File: src/lbw_pkg.sv
// ----------------------------------------------------------------------------
// lbw_pkg
// Shared types and constants for the 3x3 sliding window line buffer.
// ----------------------------------------------------------------------------
`default_nettype none

package lbw_pkg;

	// pixel sample
	localparam int PIXEL_W = 8;
	typedef logic [PIXEL_W-1:0] pixel_t;

	// configuration register widths and reset values
	localparam int WIDTH_REG_W  = 11;
	localparam int HEIGHT_REG_W = 12;
	localparam int CFG_DATA_W   = 12;
	localparam int CFG_INDEX_W  = 2;
	localparam int ROW_W        = HEIGHT_REG_W;

	localparam logic [WIDTH_REG_W-1:0]  WIDTH_RESET  = 11'd1024;
	localparam logic [HEIGHT_REG_W-1:0] HEIGHT_RESET = 12'd1024;

	// register indexes on the configuration port
	localparam logic [CFG_INDEX_W-1:0] REG_IMAGE_WIDTH  = 2'd0;
	localparam logic [CFG_INDEX_W-1:0] REG_IMAGE_HEIGHT = 2'd1;

	// one line store entry: the column of both stored rows
	typedef struct packed {
		pixel_t older;
		pixel_t newer;
	} line_pair_t;

	// 3x3 window, entry 0 top left to entry 8 bottom right, row by row
	typedef pixel_t [8:0] window_t;

endpackage : lbw_pkg

`default_nettype wire

File: src/lbw_raster.sv
// ----------------------------------------------------------------------------
// lbw_raster
// Image size registers and the raster row and column counters.
// ----------------------------------------------------------------------------
`default_nettype none

module lbw_raster import lbw_pkg::*; #(
	parameter int MAX_WIDTH = 1024,
	parameter int CW        = $clog2(MAX_WIDTH)
) (
	input  wire logic                   clk,
	input  wire logic                   arst_n,
	input  wire logic                   cfg_we,
	input  wire logic [CFG_INDEX_W-1:0] cfg_index,
	input  wire logic [CFG_DATA_W-1:0]  cfg_data,
	input  wire logic                   step,
	output logic [CW-1:0]               col,
	output logic                        win_ok
);

	localparam int EW = (CW + 1 > WIDTH_REG_W) ? CW + 1 : WIDTH_REG_W;

	logic [WIDTH_REG_W-1:0]  width_q;
	logic [HEIGHT_REG_W-1:0] height_q;
	logic [CW-1:0]           col_q;
	logic [ROW_W-1:0]        row_q;
	logic [EW-1:0]           width_ext;
	logic [CW-1:0]           col_last;
	logic [ROW_W-1:0]        row_last;

	// last column and last row of the effective image size
	always_comb begin
		width_ext = EW'(width_q);
		priority if (width_q == '0) begin
			col_last = '0;
		end else if (width_ext > EW'(MAX_WIDTH)) begin
			col_last = CW'(MAX_WIDTH - 1);
		end else begin
			col_last = CW'(width_ext - 1'b1);
		end
		if (height_q == '0) begin
			row_last = '0;
		end else begin
			row_last = height_q - 1'b1;
		end
	end

	// configuration registers
	always_ff @(posedge clk or negedge arst_n) begin
		if (!arst_n) begin
			width_q  <= WIDTH_RESET;
			height_q <= HEIGHT_RESET;
		end else if (cfg_we) begin
			if (cfg_index == REG_IMAGE_WIDTH) begin
				width_q <= cfg_data[WIDTH_REG_W-1:0];
			end else if (cfg_index == REG_IMAGE_HEIGHT) begin
				height_q <= cfg_data[HEIGHT_REG_W-1:0];
			end
		end
	end

	// raster position, wrapping at end of row and end of frame
	always_ff @(posedge clk or negedge arst_n) begin
		if (!arst_n) begin
			col_q <= '0;
			row_q <= '0;
		end else if (step) begin
			if (col_q >= col_last) begin
				col_q <= '0;
				if (row_q >= row_last) begin
					row_q <= '0;
				end else begin
					row_q <= row_q + 1'b1;
				end
			end else begin
				col_q <= col_q + 1'b1;
			end
		end
	end

	assign col    = col_q;
	assign win_ok = (row_q >= ROW_W'(2)) && (col_q >= CW'(2));

endmodule : lbw_raster

`default_nettype wire

File: config.mk
export PLATFORM = sky130hd
export DESIGN_NAME = lbw_raster
export DESIGN_NICKNAME = d
export VERILOG_FILES = /design/src/lbw_pkg.sv /design/src/lbw_raster.sv
export SDC_FILE = /design/constraint.sdc
export NUM_CORES = 1
export LEC_CHECK = 0
export BUFFER_PORTS_ARGS = -buffer_cell sky130_fd_sc_hd__buf_2
export CAP_MARGIN = 20
export CORE_AREA = 5 5 78 80
export DETAILED_ROUTE_END_ITERATION = 7
export DIE_AREA = 0 0 83 85
export PLACE_DENSITY_LB_ADDON = 0.25
export SETUP_SLACK_MARGIN = 0.4
export SLEW_MARGIN = 30
export SYNTH_ARGS = -nofsm -noshare
export SYNTH_HDL_FRONTEND = slang
export SYNTH_SLANG_ARGS = --single-unit
File: constraint.sdc
create_clock -name clk -period 8.49 [get_ports clk]
set_clock_uncertainty 0.15 [all_clocks]
set_input_delay 0 -clock clk [delete_from_list [all_inputs] [get_ports clk]]
set_output_delay 0 -clock clk [all_outputs]
set_load 0.005 [all_outputs]
==> impl_results.md, run 1 <==
- FF+latch count, synth: 45
- Core Area: around 5300 um2
- Worst Setup End Kind: flip-flop
- Die Wd: 83 um
- Worst Hold Path EP: width_ext[10]
- Iter 0 DRT Violations: 169
- Non-filler instance count after layout: 445
- Hold_sp: cfg_index[1]
- Share of the synthesized area in the top cell type: 34.8%
- Worst r2r dst: row_q[8]
- Crit path launch: height_q[5]
- Status: finished, final reports clean
- Crit path kind: reg2reg
- CTS tree: built
- PortBufs: 28
- Post-synth EDFFs: 0
- CP delay by family, top: simple AND/OR/NAND/NOR gates
- Via count: between 2000 and 3000
- Power Density: 220 nW/um2
- Remaining Overflow, GRT: 0
- CTS Root Cell: clkbuf_8
- Final setup margin: 3630 ps
- Pre-antenna DRT Iters: 4
- WL/cell: 15.0 um
- Remaining antenna violation count: 0
- Compound-Gate Fraction of Synth Area: 13.9%
- Multi-input combinational cell area: 1830 um2
- Required time of the critical path: 8510 ps
- Worst-Skew Late Latency: 300 ps
- Startpoint Class: flip-flop
- Die Y: 85 um
- Sequential power share: 44.5%
- Max Fclk: 206 MHz
- Final Hold Vio Count: 0
- P_sw: 303 uW
- Most frequent cells in the layout: 43 x dfrtp_1, 32 x nand2_1, 29 x ha_1
- GRT Total Usage: 19.8%
- Post-Synth Adder-Cell Area: 12.1%
- Post-synthesis sequential area ratio: 36.5%
- Crit Path Max Fanout: 12
- Synth area leader: dfrtp_1
- First-pass GRT wire length: 11600 um
- Pins Over Slew Limit: 0
- Top post-synthesis cells by area: dfrtp_1 35%, ha_1 12%, mux2_2 7.6%
- Ys async rst share: between 90% and 100%
- Sw Ratio: 39.2%
- Commonest non-fill, non-tap cell in the layout: dfrtp_1
- Hold Path Depth: 5
- Final Util: 65.8%
- Area delta synth->final: 13.5%
- Final min period: 4860 ps
- # rows: 27
- Io pins: 29
- Power share of the clock group: 17.1%
- DIE AREA: 7060 um2
- # diodes: 0
- CTS resizes: 0
- Starting Density: 57.9%
- CP Cell Sequence: or4_4 -> or3_4 -> or4_1 -> or3b_1 -> and2_4 -> ha_1 -> nand2b_1 -> a2111oi_0 -> a2111oi_0 -> nor4_1 -> buf_4 -> nand2b_1 -> o311ai_0
- Slowest CP cell: or4_4
- Clock sinks: 45
- Vias in the first global route: 2511
- Fin crit share: 57.3%
- Power Internal: about 470 uW
- Crit-path max cell delay: 560 ps
- Hold Path Class: in2reg
- RD Place Congestion: 0.837
- Layout Nets: 419
- Crit path DAT: between 4000 and 5000 ps
- Largest net degree at the start of global routing: 46
- FF/Latch Area: around 1100 um2
- Post-Route WL: around 6700 um
- CTS max path bufs: 2
- Clock-pin slew on the worst setup and hold paths: approximately 90 ps
- Drt drc: 0
- R2R Path Start: height_q[5]
- Worst-Margin Slew: 858 ps
- Lkg Pwr: 0.00162 uW
- HPWL after DPL: between 4000 and 5000 um
- Place WS: 3650 ps
- Setup TNS: 0 ps
- Largest family of logic cells by synthesized area: simple AND/OR/NAND/NOR gates
- RSZ-0062 raised after global routing: no
- Post-synthesis net count: 380
- Rel. slew slack: 42.4%
- Post-Synth Simple-Gate Area: 20.8%
- WP buf/inv: 1
- Comb power frac: 38.4%
- Xor/xnor share of the synthesized area: 4.53%
- Synth Area per Inst: 9.28 um2
- CTS H-tree depth: 2
- Max cap viols: 0
- Worst R2R Path Depth: 13
- CTS Buf Count: 5
- Ys flop type: dfrtp_1
- Vias per inst: ~5.8
- Number of warnings issued by yosys: 0
- Number of setup buffers added after CTS: 0
- Post-placement cell count: 423
- Reg2reg setup slack: 3630 ps
- Share of cells above drive strength 1: between 10% and 20%
- Cell Area, Synth: about 3000 um2
- Initial antenna violation count: 0
- Mux cell area share after synthesis: 7.97%
- VDD IR-drop max: roughly 0.11 mV
- Syn Inst Count: ~330
- FILL cells: 453
- Final setup fails: 0
- Synth cell types: 53
[cells by family after synthesis]
kind of cell	Yosys count
xor gates and xnor gates	16
and+or+nand+nor	122
buffers and inverters	33
AOI/OAI and AO/OA	65
muxes	22
adders and majority gates	30
DFF	45
[power groups by stage]
stage / registers [uW] / logic (uW) / clock network (uW)
2_1_floorplan: 321 / 221 / 0
3_3_place_gp: 344 / 282 / 0
3_5_place_dp: 345 / 294 / 0
4_1_cts: 341 / 301 / 135
5_1_grt: 354 / 345 / 143
6_report: 343 / 297 / 132
[cell usage after synthesis (6+ instances only)]
cell type / number
nor2_1: 16
nor4_1: 9
nor3_1: 6
mux2_2: 21
nand4_1: 8
a21oi_1: 13
nand2_1: 32
ha_1: 29
xor2_1: 12
o21ai_0: 12
nand3_1: 18
dfrtp_1: 43
clkbuf_1: 9
o22ai_1: 6
inv_1: 21
[state kept, by name, summed over array words and instances (netlist names)]
signal     cells
height_q      12
width_ext     11
col           10
row_q         12
[cell type report]
type	instances	share of cell area, %
Tap cell	72	2.57
Inverter	21	2.25
Multi-Input combinational cell	255	52.2
Timing Repair Buffer	44	8.48
Clock buffer	6	2.07
Clock inverter	2	0.285
Sequential cell	45	32.2
[timing repair]
item,CTS,global route
endpoints found under the setup margin,0,0
endpoints found under the hold margin,74,0
hold buffers,14,0
[how the worst max path moves through the flow]
stage	endpoint	slack [ps]	depth (start not counted)
4_1_cts	row_q[8]	3610	13
5_1_grt	row_q[5]	3330	13
3_3_place_gp	row_q[5]	3860	13
6_report	row_q[8]	3630	13
2_1_floorplan	row_q[5]	4110	14
3_5_place_dp	row_q[8]	3650	13
[tightest hold or removal path: stages]
cell and delay, ps:
buf_2 80, nor3b_1 40, buf_4 180, nand2_1 80
o21ai_0 70
[metal layers]
layer	GRT usage, %	vias up	routed length (um)
met5	0	-	0
met4	5.35	0	97
met3	3.69	12	202
met2	34.6	53	3250
met1	25.2	1230	3140
li1	-	1292	-
[metrics by stage]
stage | area [um2] | power [uW] | hold WS, ps
global placement | 3280 | 626 | 76.3
floorplan | 3090 | 542 | -446
finish | 3510 | 772 | 15.6
detailed placement | 3290 | 639 | -108
CTS | 3510 | 778 | 8.69
global route | 3510 | 842 | 36.8
Note: power is estimated with default switching activity, not from simulation.
==> inputs of run 2 (changes only) <==
==> constraint.sdc (replaced) <==
create_clock -name clk -period 4.8 [get_ports clk]
set_clock_uncertainty 0.15 [all_clocks]
set_input_delay 0 -clock clk [delete_from_list [all_inputs] [get_ports clk]]
set_output_delay 0 -clock clk [all_outputs]
set_load 0.005 [all_outputs]
==> run 2 against run 1 <==
Compared with the run above:
- clock power is 92% higher
- first-iteration DRC count is 2.4% higher
- critical path depth stayed put
- register-to-register slack worse by 3100 ps
- core utilization is 2.1 points higher
- via count is 1.7% higher
- total power is 87% higher
- worst setup slack worse by 3100 ps
- final area is 3.2% higher
- die area stayed put
- critical path type unchanged
- largest cell class unchanged
==> impl_results.md, run 2 (synthesized netlist as in run 1, its figures left out) <==
- DIE AREA: 7060 um2
- Drt drc: 0
- Worst-Margin Slew: roughly 650 ps
- PortBufs: 28
- P_sw: about 570 uW
- CTS Root Cell: clkbuf_8
- Clock-pin slew on the worst setup and hold paths: 90 ps
- Power Internal: approximately 900 uW
- WL/cell: approximately 16 um
- # rows: 27
- GRT Total Usage: 21.3%
- Worst Setup End Kind: flip-flop
- Final setup fails: 0
- Post-Route WL: 7110 um
- Sw Ratio: around 39%
- Initial antenna violation count: 0
- Max Fclk: 235 MHz
- Non-filler instance count after layout: 452
- FF/Latch Area: between 1000 and 1500 um2
- Pre-antenna DRT Iters: 4
- Max cap viols: 0
- Power share of the clock group: 17.6%
- Rel. slew slack: 56.0%
- Remaining antenna violation count: 0
- Die Y: 85 um
- Crit Path Max Fanout: 10
- Share of cells above drive strength 1: roughly 20%
- CTS Buf Count: 5
- CTS max path bufs: 2
- Final Hold Vio Count: 0
- Remaining Overflow, GRT: 0
- Via count: 2632
- Io pins: 29
- Setup TNS: 0 ps
- Lkg Pwr: 0.00166 uW
- Fin crit share: 88.6%
- Core Area: approximately 5300 um2
- Area delta synth->final: 17.2%
- Hold Path Class: in2reg
- Iter 0 DRT Violations: 173
- # diodes: 0
- CTS tree: built
- Final Util: about 68%
- Clock sinks: 45
- Largest net degree at the start of global routing: 46
- Die Wd: approximately 83 um
- FILL cells: 448
- First-pass GRT wire length: between 10000 and 15000 um
- CTS H-tree depth: 2
- Worst-Skew Late Latency: 310 ps
- Post-placement cell count: 425
- Startpoint Class: flip-flop
- Power Density: 398 nW/um2
- Commonest non-fill, non-tap cell in the layout: dfrtp_1
- Comb power frac: 40.1%
- VDD IR-drop max: 0.259 mV
- Layout Nets: 426
- RD Place Congestion: 0.826
- Most frequent cells in the layout: 43 x dfrtp_1, 32 x nand2_1, 29 x ha_1
- Multi-input combinational cell area: 1870 um2
- Vias in the first global route: 2534
- Vias per inst: 5.82
- HPWL after DPL: 5010 um
- Crit path kind: reg2reg
- Pins Over Slew Limit: 0
- Final min period: roughly 4300 ps
- Status: finished, final reports clean
- Required time of the critical path: 4850 ps
- Sequential power share: around 42%
- Crit path DAT: between 4000 and 5000 ps
- Starting Density: 57.9%
- RSZ-0062 raised after global routing: no
==> run 2: area by class of cell <==
cell class / count / area share (%)
Clock buffer: 6 / 2.28
Clock inverter: 2 / 0.380
Inverter: 21 / 2.18
Multi-Input combinational cell: 255 / 51.6
Sequential cell: 45 / 31.1
Tap cell: 72 / 2.49
Timing Repair Buffer: 51 / 9.94
==> run 2: timing repair <==
| action | 4_1_cts | 5_1_grt |
|---|---|---|
| endpoints found under the hold margin | 75 | 0 |
| setup buffers | 3 | 1 |
| resized for setup | 3 | 9 |
| endpoints found under the setup margin | 6 | 10 |
| hold buffers | 15 | 0 |
| pin swaps | 1 | 3 |
==> run 2: path summary, 6_finish.rpt <==
path                       cells after the start    startpoint  slack, ps       endpoint
setup / recovery                              13   height_q[3]        550       row_q[2]
hold / removal                                 4  cfg_index[1]         30   width_ext[1]
setup reg to reg                              13   height_q[3]        550       row_q[2]
hold reg to reg                                1  width_ext[4]        400   width_ext[4]
max in group asynchronous                      2        arst_n       4030  width_ext[10]
min in group asynchronous                      2        arst_n         70       row_q[3]
==> run 2: layer usage <==
metal  vias up  GRT usage [%]  wire (um)
li1       1312              -          -
met1      1268           26.6       3190
met5         -              0          0
met4         0           10.1        213
met3        15           3.30        167
met2        37           36.0       3540
==> run 2: worst max-delay path, cell delays in order, from the launching register on <==
cell and delay [ps]:
dfrtp_1 420, or4_4 530, or3_4 350, or4_1 430, or3b_4 400, buf_6 140, or2b_1 140, ha_1 250
a2111oi_4 350, a2111oi_1 100, nor4_1 340, nand2b_1 100, buf_4 180, o311ai_0 270
==> run 2: stage by stage <==
| step | total power (uW) | cell area (um2) | hold slack [ps] | setup slack, ps |
|---|---|---|---|---|
| global placement | 1110 | 3300 | 70.6 | 415 |
| detailed placement | 1130 | 3300 | -110 | 244 |
| global route | 1560 | 3620 | 74.9 | 381 |
| CTS | 1420 | 3580 | 16.1 | 430 |
| finish | 1440 | 3620 | 27.9 | 547 |
| floorplan | 959 | 3090 | -446 | 424 |
==> run 2: power by group through the flow <==
stage | Clock (uW) | Combinational (uW) | Sequential, uW
2_1_floorplan | 0 | 390 | 568
3_3_place_gp | 0 | 496 | 611
3_5_place_dp | 0 | 518 | 615
4_1_cts | 260 | 549 | 607
5_1_grt | 276 | 654 | 630
6_report | 254 | 577 | 611
